===== config.mk =====
export PLATFORM = sky130hd
export DESIGN_NAME = round_robin_timeslice_scheduler
export DESIGN_NICKNAME = d
export VERILOG_FILES = /design/src/hdl/rrts_pkg.sv /design/src/hdl/round_robin_timeslice_scheduler.sv /design/src/hdl/rrts_ctrl.sv /design/src/hdl/rrts_dp.sv
export VERILOG_INCLUDE_DIRS = /design/src /design/src/hdl
export SDC_FILE = /design/constraint.sdc
export NUM_CORES = 2
export LEC_CHECK = 0
export ABC_AREA = 1
export BUFFER_PORTS_ARGS = -buffer_cell sky130_fd_sc_hd__buf_4
export CAP_MARGIN = 20
export CORE_ASPECT_RATIO = 0.75
export CORE_MARGIN = 1.5
export CORE_UTILIZATION = 40
export CTS_CLUSTER_SIZE = 16
export DETAILED_ROUTE_END_ITERATION = 6
export GPL_ROUTABILITY_DRIVEN = 0
export GPL_TIMING_DRIVEN = 0
export PLACE_DENSITY = 0.59
export SYNTH_ARGS = -nofsm -noshare
export SYNTH_HDL_FRONTEND = slang
export SYNTH_SLANG_ARGS = --single-unit

===== constraint.sdc =====
create_clock -name clk -period 5.3 [get_ports clk]
set_input_delay 1.06 -clock clk [delete_from_list [all_inputs] [get_ports clk]]
set_output_delay 1.06 -clock clk [all_outputs]
set_load 0.01 [all_outputs]

===== src/hdl/round_robin_timeslice_scheduler_defines.svh =====
// ----------------------------------------------------------------------------
// Round-robin timeslice scheduler: assertion macros
// Assertion forms for the scheduler datapath. Each expects clk and
// rst_n in scope.
// ----------------------------------------------------------------------------
`ifndef ROUND_ROBIN_TIMESLICE_SCHEDULER_DEFINES_SVH
`define ROUND_ROBIN_TIMESLICE_SCHEDULER_DEFINES_SVH

// Consequent must hold in the same cycle as the antecedent
`define RRTS_ASSERT_NOW(label, ante, cons) \
  label: assert property (@(posedge clk) disable iff (!rst_n) (ante) |-> (cons)) \
    else $error("rrts: same-cycle check failed");

// Consequent must hold in the cycle after the antecedent
`define RRTS_ASSERT_NEXT(label, ante, cons) \
  label: assert property (@(posedge clk) disable iff (!rst_n) (ante) |=> (cons)) \
    else $error("rrts: next-cycle check failed");

`endif


===== src/hdl/rrts_pkg.sv =====
// ----------------------------------------------------------------------------
// Round-robin timeslice scheduler package
// Controller states, command and status bundles, register indexes and
// field widths shared by the controller, the datapath and the top level.
// ----------------------------------------------------------------------------
package rrts_pkg;

  // Field widths
  localparam int unsigned PRIO_W  = 3;
  localparam int unsigned SLEEP_W = 16;
  localparam int unsigned STACK_W = 32;
  localparam int unsigned SLICE_W = 11;
  localparam int unsigned SLOTF_W = 4;
  localparam int unsigned SCALE_W = 8;
  localparam int unsigned COUNT_W = 5;
  localparam int unsigned CFG_W   = 8;

  // Configuration register indexes
  localparam logic REG_SCALE = 1'b0;
  localparam logic REG_COUNT = 1'b1;

  // Input opcodes
  localparam logic OP_TICK = 1'b0;
  localparam logic OP_LOAD = 1'b1;

  // Configuration reset values
  localparam logic [SCALE_W-1:0] SCALE_RST = 8'd10;
  localparam logic [COUNT_W-1:0] COUNT_RST = 5'd1;

  typedef enum logic [2:0] {
    ST_IDLE,
    ST_LOAD,
    ST_TICK_RD,
    ST_TICK_EV,
    ST_MIN,
    ST_WALK,
    ST_OUT_RD,
    ST_OUT_WR
  } state_t;

  typedef struct packed {
    logic latch_in;    // capture the input transaction
    logic load_wr;     // write the loaded slot
    logic tick_rd;     // read the running slot's priority and slice
    logic tick_ev;     // evaluate the slice, reload or decrement
    logic min_step;    // one step of the least-sleep pass
    logic walk_start;  // set up the round-robin walk
    logic walk_step;   // one step of the walk
    logic out_rd;      // read the running slot's stack pointer
    logic out_wr;      // fill the result register
  } cmd_t;

  typedef struct packed {
    logic slice_zero;  // running slot's slice has expired
    logic pass_done;   // all ring entries issued and folded
    logic out_free;    // result register can take a new transaction
  } sts_t;

endpackage


===== src/hdl/round_robin_timeslice_scheduler.sv =====
// ----------------------------------------------------------------------------
// Round-robin timeslice scheduler
// Task slot ring with per-slot timeslices; ticks rotate to the next awake
// slot when the running slot's slice expires, loads fill a slot.
// ----------------------------------------------------------------------------
//  channel  handshake            payload
//  in       in_valid / in_stall  opcode, slot_index, task_priority,
//                                task_sleep, task_stack
//  out      out_valid/out_stall  current_task, stack_pointer, switched
//  cfg      cfg_we               cfg_index, cfg_wdata
//
//  A load writes its slot; a tick reads and evaluates the running slot's
//  slice, and on expiry runs the least-sleep pass and the walk, which each
//  stream one slot a cycle through the sleep table's single read port.
//  One transaction is in work at a time; the result register lets the next
//  transaction start while a result waits on out_stall.
//  Reset (rst_n low, synchronous) clears the running slot and the
//  configuration; the slot tables are left as they are.
// ----------------------------------------------------------------------------
module round_robin_timeslice_scheduler #(
  parameter int unsigned MAX_TASKS = 16
) (
  input  logic                          clk,
  input  logic                          rst_n,
  input  logic                          in_valid,
  output logic                          in_stall,
  input  logic                          in_opcode,
  input  logic [rrts_pkg::SLOTF_W-1:0]  in_slot_index,
  input  logic [rrts_pkg::PRIO_W-1:0]   in_task_priority,
  input  logic [rrts_pkg::SLEEP_W-1:0]  in_task_sleep,
  input  logic [rrts_pkg::STACK_W-1:0]  in_task_stack,
  output logic                          out_valid,
  input  logic                          out_stall,
  output logic [rrts_pkg::SLOTF_W-1:0]  out_current_task,
  output logic [rrts_pkg::STACK_W-1:0]  out_stack_pointer,
  output logic                          out_switched,
  input  logic                          cfg_we,
  input  logic                          cfg_index,
  input  logic [rrts_pkg::CFG_W-1:0]    cfg_wdata
);

  rrts_pkg::cmd_t cmd;
  rrts_pkg::sts_t sts;

  // Sequencer
  rrts_ctrl u_ctrl (
    .clk       (clk),
    .rst_n     (rst_n),
    .in_valid  (in_valid),
    .in_opcode (in_opcode),
    .in_stall  (in_stall),
    .sts       (sts),
    .cmd       (cmd)
  );

  // Tables, counters and result register
  rrts_dp #(
    .MAX_TASKS (MAX_TASKS)
  ) u_dp (
    .clk               (clk),
    .rst_n             (rst_n),
    .cmd               (cmd),
    .sts               (sts),
    .cfg_we            (cfg_we),
    .cfg_index         (cfg_index),
    .cfg_wdata         (cfg_wdata),
    .in_slot_index     (in_slot_index),
    .in_task_priority  (in_task_priority),
    .in_task_sleep     (in_task_sleep),
    .in_task_stack     (in_task_stack),
    .out_valid         (out_valid),
    .out_stall         (out_stall),
    .out_current_task  (out_current_task),
    .out_stack_pointer (out_stack_pointer),
    .out_switched      (out_switched)
  );

endmodule


===== src/hdl/rrts_ctrl.sv =====
// ----------------------------------------------------------------------------
// Round-robin timeslice scheduler: controller
// Sequences one transaction at a time through load, tick evaluation, the
// least-sleep pass, the round-robin walk and result delivery.
// ----------------------------------------------------------------------------
module rrts_ctrl (
  input  logic           clk,
  input  logic           rst_n,
  input  logic           in_valid,
  input  logic           in_opcode,
  output logic           in_stall,
  input  rrts_pkg::sts_t sts,
  output rrts_pkg::cmd_t cmd
);

  rrts_pkg::state_t state_r, state_nxt;

  // State register
  always_ff @(posedge clk) begin
    if (!rst_n) begin
      state_r <= rrts_pkg::ST_IDLE;
    end else begin
      state_r <= state_nxt;
    end
  end

  // Next state
  always_comb begin
    state_nxt = state_r;
    case (state_r)
      rrts_pkg::ST_IDLE: begin
        if (in_valid) begin
          state_nxt = (in_opcode == rrts_pkg::OP_LOAD) ? rrts_pkg::ST_LOAD :
                                                         rrts_pkg::ST_TICK_RD;
        end
      end
      rrts_pkg::ST_LOAD:    state_nxt = rrts_pkg::ST_OUT_RD;
      rrts_pkg::ST_TICK_RD: state_nxt = rrts_pkg::ST_TICK_EV;
      rrts_pkg::ST_TICK_EV: begin
        state_nxt = sts.slice_zero ? rrts_pkg::ST_MIN : rrts_pkg::ST_OUT_RD;
      end
      rrts_pkg::ST_MIN: begin
        if (sts.pass_done) begin
          state_nxt = rrts_pkg::ST_WALK;
        end
      end
      rrts_pkg::ST_WALK: begin
        if (sts.pass_done) begin
          state_nxt = rrts_pkg::ST_OUT_RD;
        end
      end
      rrts_pkg::ST_OUT_RD: state_nxt = rrts_pkg::ST_OUT_WR;
      rrts_pkg::ST_OUT_WR: begin
        if (sts.out_free) begin
          state_nxt = rrts_pkg::ST_IDLE;
        end
      end
      default: state_nxt = rrts_pkg::ST_IDLE;
    endcase
  end

  // Commands
  always_comb begin
    cmd      = '0;
    in_stall = 1'b1;
    case (state_r)
      rrts_pkg::ST_IDLE: begin
        in_stall     = 1'b0;
        cmd.latch_in = in_valid;
      end
      rrts_pkg::ST_LOAD:    cmd.load_wr = 1'b1;
      rrts_pkg::ST_TICK_RD: cmd.tick_rd = 1'b1;
      rrts_pkg::ST_TICK_EV: cmd.tick_ev = 1'b1;
      rrts_pkg::ST_MIN: begin
        cmd.walk_start = sts.pass_done;
        cmd.min_step   = !sts.pass_done;
      end
      rrts_pkg::ST_WALK:   cmd.walk_step = !sts.pass_done;
      rrts_pkg::ST_OUT_RD: cmd.out_rd = 1'b1;
      rrts_pkg::ST_OUT_WR: cmd.out_wr = sts.out_free;
      default: cmd = '0;
    endcase
  end

endmodule


===== src/hdl/rrts_dp.sv =====
// ----------------------------------------------------------------------------
// Round-robin timeslice scheduler: datapath
// Slot tables in single-port-read memories, configuration registers, the
// running slot, pass counters and the result register.
// ----------------------------------------------------------------------------
`include "round_robin_timeslice_scheduler_defines.svh"

module rrts_dp #(
  parameter int unsigned MAX_TASKS = 16
) (
  input  logic                          clk,
  input  logic                          rst_n,
  input  rrts_pkg::cmd_t                cmd,
  output rrts_pkg::sts_t                sts,
  input  logic                          cfg_we,
  input  logic                          cfg_index,
  input  logic [rrts_pkg::CFG_W-1:0]    cfg_wdata,
  input  logic [rrts_pkg::SLOTF_W-1:0]  in_slot_index,
  input  logic [rrts_pkg::PRIO_W-1:0]   in_task_priority,
  input  logic [rrts_pkg::SLEEP_W-1:0]  in_task_sleep,
  input  logic [rrts_pkg::STACK_W-1:0]  in_task_stack,
  output logic                          out_valid,
  input  logic                          out_stall,
  output logic [rrts_pkg::SLOTF_W-1:0]  out_current_task,
  output logic [rrts_pkg::STACK_W-1:0]  out_stack_pointer,
  output logic                          out_switched
);

  localparam int unsigned SLOT_W = $clog2(MAX_TASKS);
  localparam int unsigned CNT_W  = $clog2(MAX_TASKS + 1);

  // Slot tables
  logic [rrts_pkg::PRIO_W-1:0]  prio_mem  [MAX_TASKS];
  logic [rrts_pkg::SLICE_W-1:0] slice_mem [MAX_TASKS];
  logic [rrts_pkg::SLEEP_W-1:0] sleep_mem [MAX_TASKS];
  logic [rrts_pkg::STACK_W-1:0] stack_mem [MAX_TASKS];

  logic [rrts_pkg::PRIO_W-1:0]  prio_rd_r;
  logic [rrts_pkg::SLICE_W-1:0] slice_rd_r;
  logic [rrts_pkg::SLEEP_W-1:0] sleep_rd_r;
  logic [rrts_pkg::STACK_W-1:0] stack_rd_r;

  // Configuration
  logic [rrts_pkg::SCALE_W-1:0] scale_r;
  logic [rrts_pkg::COUNT_W-1:0] count_r;

  // Captured input transaction
  logic [rrts_pkg::SLOTF_W-1:0] slot_r;
  logic [rrts_pkg::PRIO_W-1:0]  lprio_r;
  logic [rrts_pkg::SLEEP_W-1:0] lsleep_r;
  logic [rrts_pkg::STACK_W-1:0] lstack_r;

  // Scheduling state
  logic [SLOT_W-1:0]            running_r, running_nxt;
  logic [CNT_W-1:0]             cnt_r, cnt_nxt;
  logic [SLOT_W-1:0]            pos_r, pos_nxt;
  logic [SLOT_W-1:0]            pa_r, pa_nxt;
  logic                         pv_r, pv_nxt;
  logic                         found_r, found_nxt;
  logic [rrts_pkg::SLEEP_W-1:0] min_r, min_nxt;
  logic                         switched_r;

  // Result register
  logic                         out_valid_r;
  logic [SLOT_W-1:0]            out_slot_r;
  logic [rrts_pkg::STACK_W-1:0] out_stack_r;
  logic                         out_sw_r;

  // Combinational datapath
  logic [CNT_W-1:0]             ring_n;
  logic [SLOT_W-1:0]            start_pos;
  logic [SLOT_W-1:0]            pos_inc;
  logic                         issue;
  logic                         rd_en;
  logic [SLOT_W-1:0]            rd_addr;
  logic                         slot_ok;
  logic [SLOT_W-1:0]            load_addr;
  logic [rrts_pkg::SLICE_W-1:0] load_slice;
  logic [rrts_pkg::SLICE_W-1:0] tick_slice;
  logic [rrts_pkg::SLEEP_W-1:0] lag;
  logic                         slice_we;
  logic [SLOT_W-1:0]            slice_wa;
  logic [rrts_pkg::SLICE_W-1:0] slice_wd;
  logic                         sleep_we;
  logic [SLOT_W-1:0]            sleep_wa;
  logic [rrts_pkg::SLEEP_W-1:0] sleep_wd;

  // Clamp the ring length to one .. MAX_TASKS
  always_comb begin
    if (count_r == '0) begin
      ring_n = CNT_W'(1);
    end else if (32'(count_r) > MAX_TASKS) begin
      ring_n = CNT_W'(MAX_TASKS);
    end else begin
      ring_n = CNT_W'(count_r);
    end
  end

  // Ring successors of the running slot and of the walk position
  assign start_pos = (32'(running_r) + 32'd1 >= 32'(ring_n)) ? '0 : running_r + 1'b1;
  assign pos_inc   = (32'(pos_r) + 32'd1 >= 32'(ring_n)) ? '0 : pos_r + 1'b1;

  assign slot_ok    = 32'(slot_r) < MAX_TASKS;
  assign load_addr  = SLOT_W'(32'(slot_r));
  assign load_slice = rrts_pkg::SLICE_W'(lprio_r) * rrts_pkg::SLICE_W'(scale_r);
  assign tick_slice = rrts_pkg::SLICE_W'(prio_rd_r) * rrts_pkg::SLICE_W'(scale_r);
  assign lag        = sleep_rd_r - min_r;

  // Issue one ring read per cycle during the passes
  assign issue = (cmd.min_step || cmd.walk_step) && (cnt_r != ring_n);
  assign rd_en = cmd.tick_rd || cmd.out_rd || issue;

  always_comb begin
    if (cmd.min_step) begin
      rd_addr = cnt_r[SLOT_W-1:0];
    end else if (cmd.walk_step) begin
      rd_addr = pos_r;
    end else begin
      rd_addr = running_r;
    end
  end

  // Pass counters, least sleep count and walk result
  always_comb begin
    cnt_nxt     = cnt_r;
    pos_nxt     = pos_r;
    pa_nxt      = pa_r;
    pv_nxt      = pv_r;
    found_nxt   = found_r;
    min_nxt     = min_r;
    running_nxt = running_r;
    sleep_we    = 1'b0;
    sleep_wa    = pa_r;
    sleep_wd    = lag;
    if (cmd.tick_ev) begin
      cnt_nxt = '0;
      pv_nxt  = 1'b0;
      min_nxt = '1;
    end
    if (cmd.min_step) begin
      pv_nxt = issue;
      if (issue) begin
        cnt_nxt = cnt_r + 1'b1;
      end
      if (pv_r && (sleep_rd_r < min_r)) begin
        min_nxt = sleep_rd_r;
      end
    end
    if (cmd.walk_start) begin
      cnt_nxt     = '0;
      pos_nxt     = start_pos;
      pv_nxt      = 1'b0;
      found_nxt   = 1'b0;
      running_nxt = start_pos;
    end
    if (cmd.walk_step) begin
      pv_nxt = issue;
      if (issue) begin
        cnt_nxt = cnt_r + 1'b1;
        pos_nxt = pos_inc;
        pa_nxt  = pos_r;
      end
      // Take the lap offset off every slot; decrement skipped sleepers
      if (pv_r) begin
        sleep_we = 1'b1;
        if (!found_r && (lag == '0)) begin
          found_nxt   = 1'b1;
          running_nxt = pa_r;
        end else if (!found_r) begin
          sleep_wd = lag - 1'b1;
        end
      end
    end
    if (cmd.load_wr) begin
      sleep_we = slot_ok;
      sleep_wa = load_addr;
      sleep_wd = lsleep_r;
    end
  end

  // Slice write: loaded value, reload on expiry, or decrement
  always_comb begin
    slice_we = 1'b0;
    slice_wa = running_r;
    slice_wd = slice_rd_r - 1'b1;
    if (cmd.load_wr) begin
      slice_we = slot_ok;
      slice_wa = load_addr;
      slice_wd = load_slice;
    end else if (cmd.tick_ev) begin
      slice_we = 1'b1;
      if (slice_rd_r == '0) begin
        slice_wd = tick_slice;
      end
    end
  end

  // Priority and stack tables
  always_ff @(posedge clk) begin
    if (cmd.load_wr && slot_ok) begin
      prio_mem[load_addr]  <= lprio_r;
      stack_mem[load_addr] <= lstack_r;
    end
    if (rd_en) begin
      prio_rd_r  <= prio_mem[rd_addr];
      stack_rd_r <= stack_mem[rd_addr];
    end
  end

  // Slice table
  always_ff @(posedge clk) begin
    if (slice_we) begin
      slice_mem[slice_wa] <= slice_wd;
    end
    if (rd_en) begin
      slice_rd_r <= slice_mem[rd_addr];
    end
  end

  // Sleep table
  always_ff @(posedge clk) begin
    if (sleep_we) begin
      sleep_mem[sleep_wa] <= sleep_wd;
    end
    if (rd_en) begin
      sleep_rd_r <= sleep_mem[rd_addr];
    end
  end

  // Configuration registers
  always_ff @(posedge clk) begin
    if (!rst_n) begin
      scale_r <= rrts_pkg::SCALE_RST;
      count_r <= rrts_pkg::COUNT_RST;
    end else if (cfg_we) begin
      if (cfg_index == rrts_pkg::REG_SCALE) begin
        scale_r <= cfg_wdata;
      end else begin
        count_r <= cfg_wdata[rrts_pkg::COUNT_W-1:0];
      end
    end
  end

  // Capture the input transaction
  always_ff @(posedge clk) begin
    if (cmd.latch_in) begin
      slot_r   <= in_slot_index;
      lprio_r  <= in_task_priority;
      lsleep_r <= in_task_sleep;
      lstack_r <= in_task_stack;
    end
  end

  // Scheduling state
  always_ff @(posedge clk) begin
    if (!rst_n) begin
      running_r <= '0;
      pv_r      <= 1'b0;
      cnt_r     <= '0;
      found_r   <= 1'b0;
    end else begin
      running_r <= running_nxt;
      pv_r      <= pv_nxt;
      cnt_r     <= cnt_nxt;
      found_r   <= found_nxt;
    end
  end

  always_ff @(posedge clk) begin
    pos_r <= pos_nxt;
    pa_r  <= pa_nxt;
    min_r <= min_nxt;
    if (cmd.load_wr) begin
      switched_r <= 1'b0;
    end else if (cmd.tick_ev) begin
      switched_r <= (slice_rd_r == '0);
    end
  end

  // Result register: fill on command, drop when taken
  always_ff @(posedge clk) begin
    if (!rst_n) begin
      out_valid_r <= 1'b0;
    end else if (cmd.out_wr) begin
      out_valid_r <= 1'b1;
    end else if (!out_stall) begin
      out_valid_r <= 1'b0;
    end
  end

  always_ff @(posedge clk) begin
    if (cmd.out_wr) begin
      out_slot_r  <= running_r;
      out_stack_r <= stack_rd_r;
      out_sw_r    <= switched_r;
    end
  end

  assign out_valid         = out_valid_r;
  assign out_current_task  = rrts_pkg::SLOTF_W'(32'(out_slot_r));
  assign out_stack_pointer = out_stack_r;
  assign out_switched      = out_sw_r;

  // Status to the controller
  assign sts.slice_zero = (slice_rd_r == '0);
  assign sts.pass_done  = (cnt_r == ring_n) && !pv_r;
  assign sts.out_free   = !out_valid_r || !out_stall;

  // Checks
  `RRTS_ASSERT_NOW(a_cnt_in_ring, cmd.min_step || cmd.walk_step, 32'(cnt_r) <= 32'(ring_n))
  `RRTS_ASSERT_NOW(a_walk_wr_in_ring, cmd.walk_step && pv_r, 32'(pa_r) < 32'(ring_n))
  `RRTS_ASSERT_NOW(a_out_wr_free, cmd.out_wr, !out_valid_r || !out_stall)
  `RRTS_ASSERT_NEXT(a_out_wr_shows, cmd.out_wr, out_valid_r)

endmodule

Word-level counts from Yosys, hierarchy flattened
Memory sizes are Yosys's and may differ from the RTL's. A register that Yosys moved wholly into a read port is not among the register bits.
Index checks and enable logic that the tools add are counted.
Storage, ports and cells
  ROM bits: 0
  latch bits: 0
  input port bits: 70
  memories kept: 4
  flip-flop bits (word level): 145
  memory bits (writable): 992
Cells by class
  shift-type cells: 0
  equal/unequal tests: 14
  magnitude comparators: 4
  divide/modulo/power cells: 0
  muxes and demuxes: 69
  reductions and logical operators: 22
  add/subtract/negate cells: 8
  multiply operators: 2
  bitwise logic cells: 1
Memory list
  u_dp.stack_mem: depth 16, bits a word 32, read ports 1, clocked after memory_dff 1, write ports 1, RTL line rrts_dp.sv:36  | logic [rrts_pkg::STACK_W-1:0] stack_mem [MAX_TASKS];
  u_dp.sleep_mem: depth 16, bits a word 16, read ports 1, clocked after memory_dff 1, write ports 1, RTL line rrts_dp.sv:35  | logic [rrts_pkg::SLEEP_W-1:0] sleep_mem [MAX_TASKS];
  u_dp.slice_mem: depth 16, bits a word 11, read ports 1, clocked after memory_dff 1, write ports 1, RTL line rrts_dp.sv:34  | logic [rrts_pkg::SLICE_W-1:0] slice_mem [MAX_TASKS];
  u_dp.prio_mem: depth 16, bits a word 3, read ports 1, clocked after memory_dff 1, write ports 1, RTL line rrts_dp.sv:33  | logic [rrts_pkg::PRIO_W-1:0] prio_mem [MAX_TASKS];
Operators with widths (count)
  $mux 16: 8
  $ge 32x5->1: 2
  $mux 4: 13
  $mux 5: 8
  $mux 11: 3
  $mux 1: 29
  $pmux 3 s8: 1
  $mul 3x8->11: 2
  $logic_not 16->1: 1
  $lt 16x16->1: 1
  $sub 16x1->16 const B: 1
  $sub 16x16->16: 1
  $eq 3x3->1 const B: 4
  $mux 3: 4
  $logic_not 11->1: 1
  $sub 11x1->11 const B: 1
  $add 4x1->5 const B: 2
  $add 4x1->4 const B: 2
  $ne 2x1->1 const B: 4
  $eq 3x2->1 const B: 2
  $mux 2: 3
  $reduce_and 2->1: 3
  $add 5x1->5 const B: 1
  $eq 5x5->1: 1
  12 further kinds: 22

Logic depth before layout (Yosys ltp)
  depth in word-level cells: 14
  gate-level depth with buffers: 20
  mapped depth without buffers: 20

By module
A second synthesis with hierarchy kept.
Second synthesis, totals
  cell total of the unflattened synthesis: 4272
  area, all modules: 51166.6 µm²
By module, submodules not included
  rrts_dp: cells each 4225, area an instance 50891.3 µm², times used 1, sequential area each 35454.0 µm²
  rrts_ctrl: cells each 47, area an instance 275.3 µm², times used 1, sequential area each 60.1 µm²

Least setup slack after synthesis
No wires, ideal clock.
  kind: input to register
  start point: input port in_valid
  end point: register u_dp.slot_r, in the netlist u_dp.load_addr[0] (enable)
  slack: 1445 ps
  setup time: 468 ps
  path buffers: 0
  data arrival time: 3387 ps
  data required time: 4832 ps
  stages on the path: 2
  cells stage by stage: inv_1 nor2_1
RTL lines
  start, declared: RTL line round_robin_timeslice_scheduler.sv:25  | input logic in_valid,
  end signal, assigned: RTL line rrts_dp.sv:247  | slot_r <= in_slot_index;
  end, declared: RTL line rrts_dp.sv:48  | logic [rrts_pkg::SLOTF_W-1:0] slot_r;

Worst setup path after layout
  start point: register u_dp.lprio_r[1] (netlist name)
  end point: memory u_dp.slice_mem[14][10] (netlist name), data pin
On the way
  word-level cells in the longest chain between the ends: 2
RTL lines
  start, declared: RTL line rrts_dp.sv:49  | logic [rrts_pkg::PRIO_W-1:0] lprio_r;
  start signal, assigned: RTL line rrts_dp.sv:248  | lprio_r <= in_task_priority;
  $mul 3x8->11: RTL line rrts_dp.sv:105  | assign load_slice = rrts_pkg::SLICE_W'(lprio_r) * rrts_pkg::SLICE_W'(scale_r);
  $mux 11: RTL line rrts_dp.sv:186  | if (cmd.load_wr) begin
  named net u_dp.slice_wd, one bit: RTL line rrts_dp.sv:83  | logic [rrts_pkg::SLICE_W-1:0] slice_wd;
  end, declared: RTL line rrts_dp.sv:34
The timed path passes the listed nets, and every way through them passes these cells.

==> results.cfg <==
[yosys]
synth-seq-area-share_pct = 65.6
ys_ff_latch = 1199
synthTopCellsByCount = 1,256 x nand3_1, 1,154 x inv_1, 1,150 x edfxtp_1
synth_nets = 5459
synth_simple_gate_area_share_pct = 20.3
synth_xor_area_share_pct = 0.388
synth_top_area_cell = edfxtp_1
ys_warn_count = 0
synth_area_um2 = 54100
synth_flop_cell = edfxtp_1
muxShareOfSynthArea_pct = 0
yosysUniqueCellTypes = 50
yosysMostFrequentCell = nand3_1
ys_top_cells_by_area = edfxtp_1 64%, nand3_1 12%, inv_1 8.0%
synth_top_area_share_pct = 63.8
synth_compound_area_share_pct = 1.62
synthAdderAreaFrac_pct = 1.76
synth_edf_count = 1150
syn_inst = 5322
synth_top_family_by_area = simple AND/OR/NAND/NOR gates
synth_async_sr_flop_share_pct = 0
syn_area_per_cell_um2 = 10.2

[sta]
worst_slack_ns = 0.356
fin_skew_ns = 0.0467
slew_viol_final = 0
min_period_ns = 4.94
slew_headroom_pct = 27.4
worstMarginPinSlew_ns = 1.09
timing.fmax_mhz = 202
rsz0062_at_grt = false
setup_violations = 0
post-route-period-util_pct = 93.3
finalHoldViolations = 0

[pwr]
power.density_nw_per_um2 = 520
power.leakage_nw = 26.6
total_power_mw = 32.3
ir_drop_uv = 332

[clock_network]
cts_setup_buffers = 0
tritoncts.num_buffers = 117
insertion_delay_ns = 0.76
clkSlewWorstSetupHoldPaths_ns = 0.06
cts.sinks = 1199
clock-root-buffer = clkbuf_16
cts.path.max_buffers = 3
cts_tree = done
cts_max_level = 3

[route]
wire_per_inst_um = 20.9
routed_via_density = 5.16
final_antenna_net_count = 0
dr.first_iter.drc_count = 4568
routed-via-count = 38600
drc = 0
top_layer = met5
route.met2.wl_um = 66900
dr.pass1.iters = 6
wl_met3_um = 15000
wl_um = 156000
m1WireLength_um = 69500

[layout]
fillers = 12300
fin_nets = 5743
final_cell_area_um2 = 62100
area_delta_synth_final_pct = 14.8
drive_gt1_share_pct = 10.2

[floorplan]
row_count = 116
core-area_um2 = 134000
initial_core_util_pct = 40.4
dieArea_um2 = 138000
pin_count = 109
die_h_um = 322
die_w_um = 428

[critical_path]
path_max_fanout = 17
end_kind = register
ff2ff_path_depth = 15
r2r-end = u_dp.slice_mem[14][10]
critPathLaunchType = register
crit_required_ns = 5.75
timing.rr.start = u_dp.lprio_r[1]
r2r_slack_ns = 0.36
critical_path_class = register to register
worstPathArrival_ns = 5.39

[grt]
grt_max_degree = 38
grt-ovfl-total = 0
grt_pass1_vias = 35500
antenna_found_initial = 8
grt_usage_pct = 22.6
grt_pass1_wl_um = 229000

[placed_design]
postPlaceCellArea_um2 = 58300
io_buffers = 108
pre_cts_slack_ns = -0.00327
hpwl_um = 110000

[hold_path]
holdPathEnd = u_dp.out_stack_pointer[26]
hold_path_startpoint = u_dp.stack_rd_r[26]
holdPathStages = 0
hold_path_class = register to register

[flow_run]
cap_viol_max_count = 0

[run_status]
status = finished, final reports clean
## power by group
| part | leakage (nW) | internal, mW | switching, mW |
|---|---|---|---|
| Sequential | 10.8 | 13.1 | 0.598 |
| Combinational | 13.9 | 2.48 | 7.71 |
| Clock | 1.85 | 4.66 | 3.73 |
| Total | 26.6 | 20.3 | 12.0 |
## repair_timing
item                       CTS  global route
hold buffers                 0             0
gates resized for setup      1             0
setup endpoints to repair   16             0
## registers in the layout, indices dropped and copies added (netlist names), 5 cells and up
name,cells
u_dp.sleep_rd_r,16
u_dp.out_stack_pointer,32
u_dp.cnt_r,5
u_dp.min_r,16
u_dp.slice_rd_r,11
u_dp.stack_rd_r,32
u_dp.slice_mem,176
u_dp.sleep_mem,256
u_dp.scale_r,8
u_dp.lstack_r,32
u_dp.count_r,5
u_dp.stack_mem,512
u_dp.prio_mem,48
u_dp.lsleep_r,16
## cell families after synthesis
logic type      after synthesis
xor+xnor                     24
buf+inv                    1415
fa+ha+maj                    67
flops                      1199
compound gates              148
simple gates               2469
## layout by cell type, fill, tap and decap left out, types with 16 or more instances in the layout
master,synthesis,routed
clkbuf_16,0,117
edfxtp_1,1150,1150
nor2_2,3,20
clkinv_2,0,20
clkinv_1,2,24
inv_1,1154,1154
nor2_4,1,18
buf_1,17,17
xor2_1,20,20
nand2_1,1002,1001
buf_4,1,120
clkbuf_1,53,84
o21ai_0,46,44
nor2_1,155,121
nand3_1,1256,1256
ha_1,52,52
a31oi_1,16,16
a21oi_1,47,46
buf_2,180,180
dfxtp_1,49,49
## layer usage
layer,vias up,GRT usage (%)
met4,2,7.39
met1,18500,33.6
met2,1835,32.8
met3,258,4.38
met5,-,0
li1,18000,-
## worst max-delay path, cell delays in order, from the launching register on
cell	delay, ns
edfxtp_1	1.06
clkbuf_1	0.42
nand2_1	0.13
fa_1	0.46
inv_1	0.07
ha_1	0.20
inv_1	0.08
fa_1	0.45
o31ai_1	0.38
and2_1	0.22
nor2_1	0.05
nor2_1	0.13
o21ai_0	0.13
nand2_1	0.09
a21oi_1	0.07
a22oi_2	0.66
## worst max path at each step
stage                    start                     end  slack [ns]
2_1_floorplan         in_valid       u_dp.load_addr[0]        1.45
3_3_place_gp          in_valid         u_dp.lprio_r[1]       -1.27
3_5_place_dp   u_dp.lprio_r[0]   u_dp.slice_mem[1][10]      -0.003
4_1_cts        u_dp.lprio_r[0]  u_dp.slice_mem[14][10]        0.40
5_1_grt        u_dp.lprio_r[0]  u_dp.slice_mem[13][10]        0.09
6_report       u_dp.lprio_r[1]  u_dp.slice_mem[14][10]        0.36
## through the flow
stage | utilization, % | std cells | setup TNS [ns] | hold WS [ns]
6_report | 46.4 | 7479 | 0 | 0.416
5_1_grt | 46.4 | 7477 | 0 | 0.427
4_1_cts | 46.4 | 7473 | 0 | 0.422
3_5_place_dp | 43.6 | 7254 | -0.0478 | 0.405
3_3_place_gp | 42.7 | 7200 | -417.48 | 0.405
2_1_floorplan | - | 5322 | 0 | 0.400
## final cells by class
cell class	instances	area (um2)	area share [%]
Clock inverter	65	676	1.09
Multi-Input combinational cell	2708	13300	21.4
Antenna cell	3	7.51	0.0121
Buffer	254	1200	1.94
Clock buffer	154	3130	5.03
Tap cell	1770	2210	3.56
Sequential cell	1199	35500	57.2
Timing Repair Buffer	165	1770	2.85
Inverter	1161	4360	7.01
Note: power is estimated with default switching activity, not from simulation.
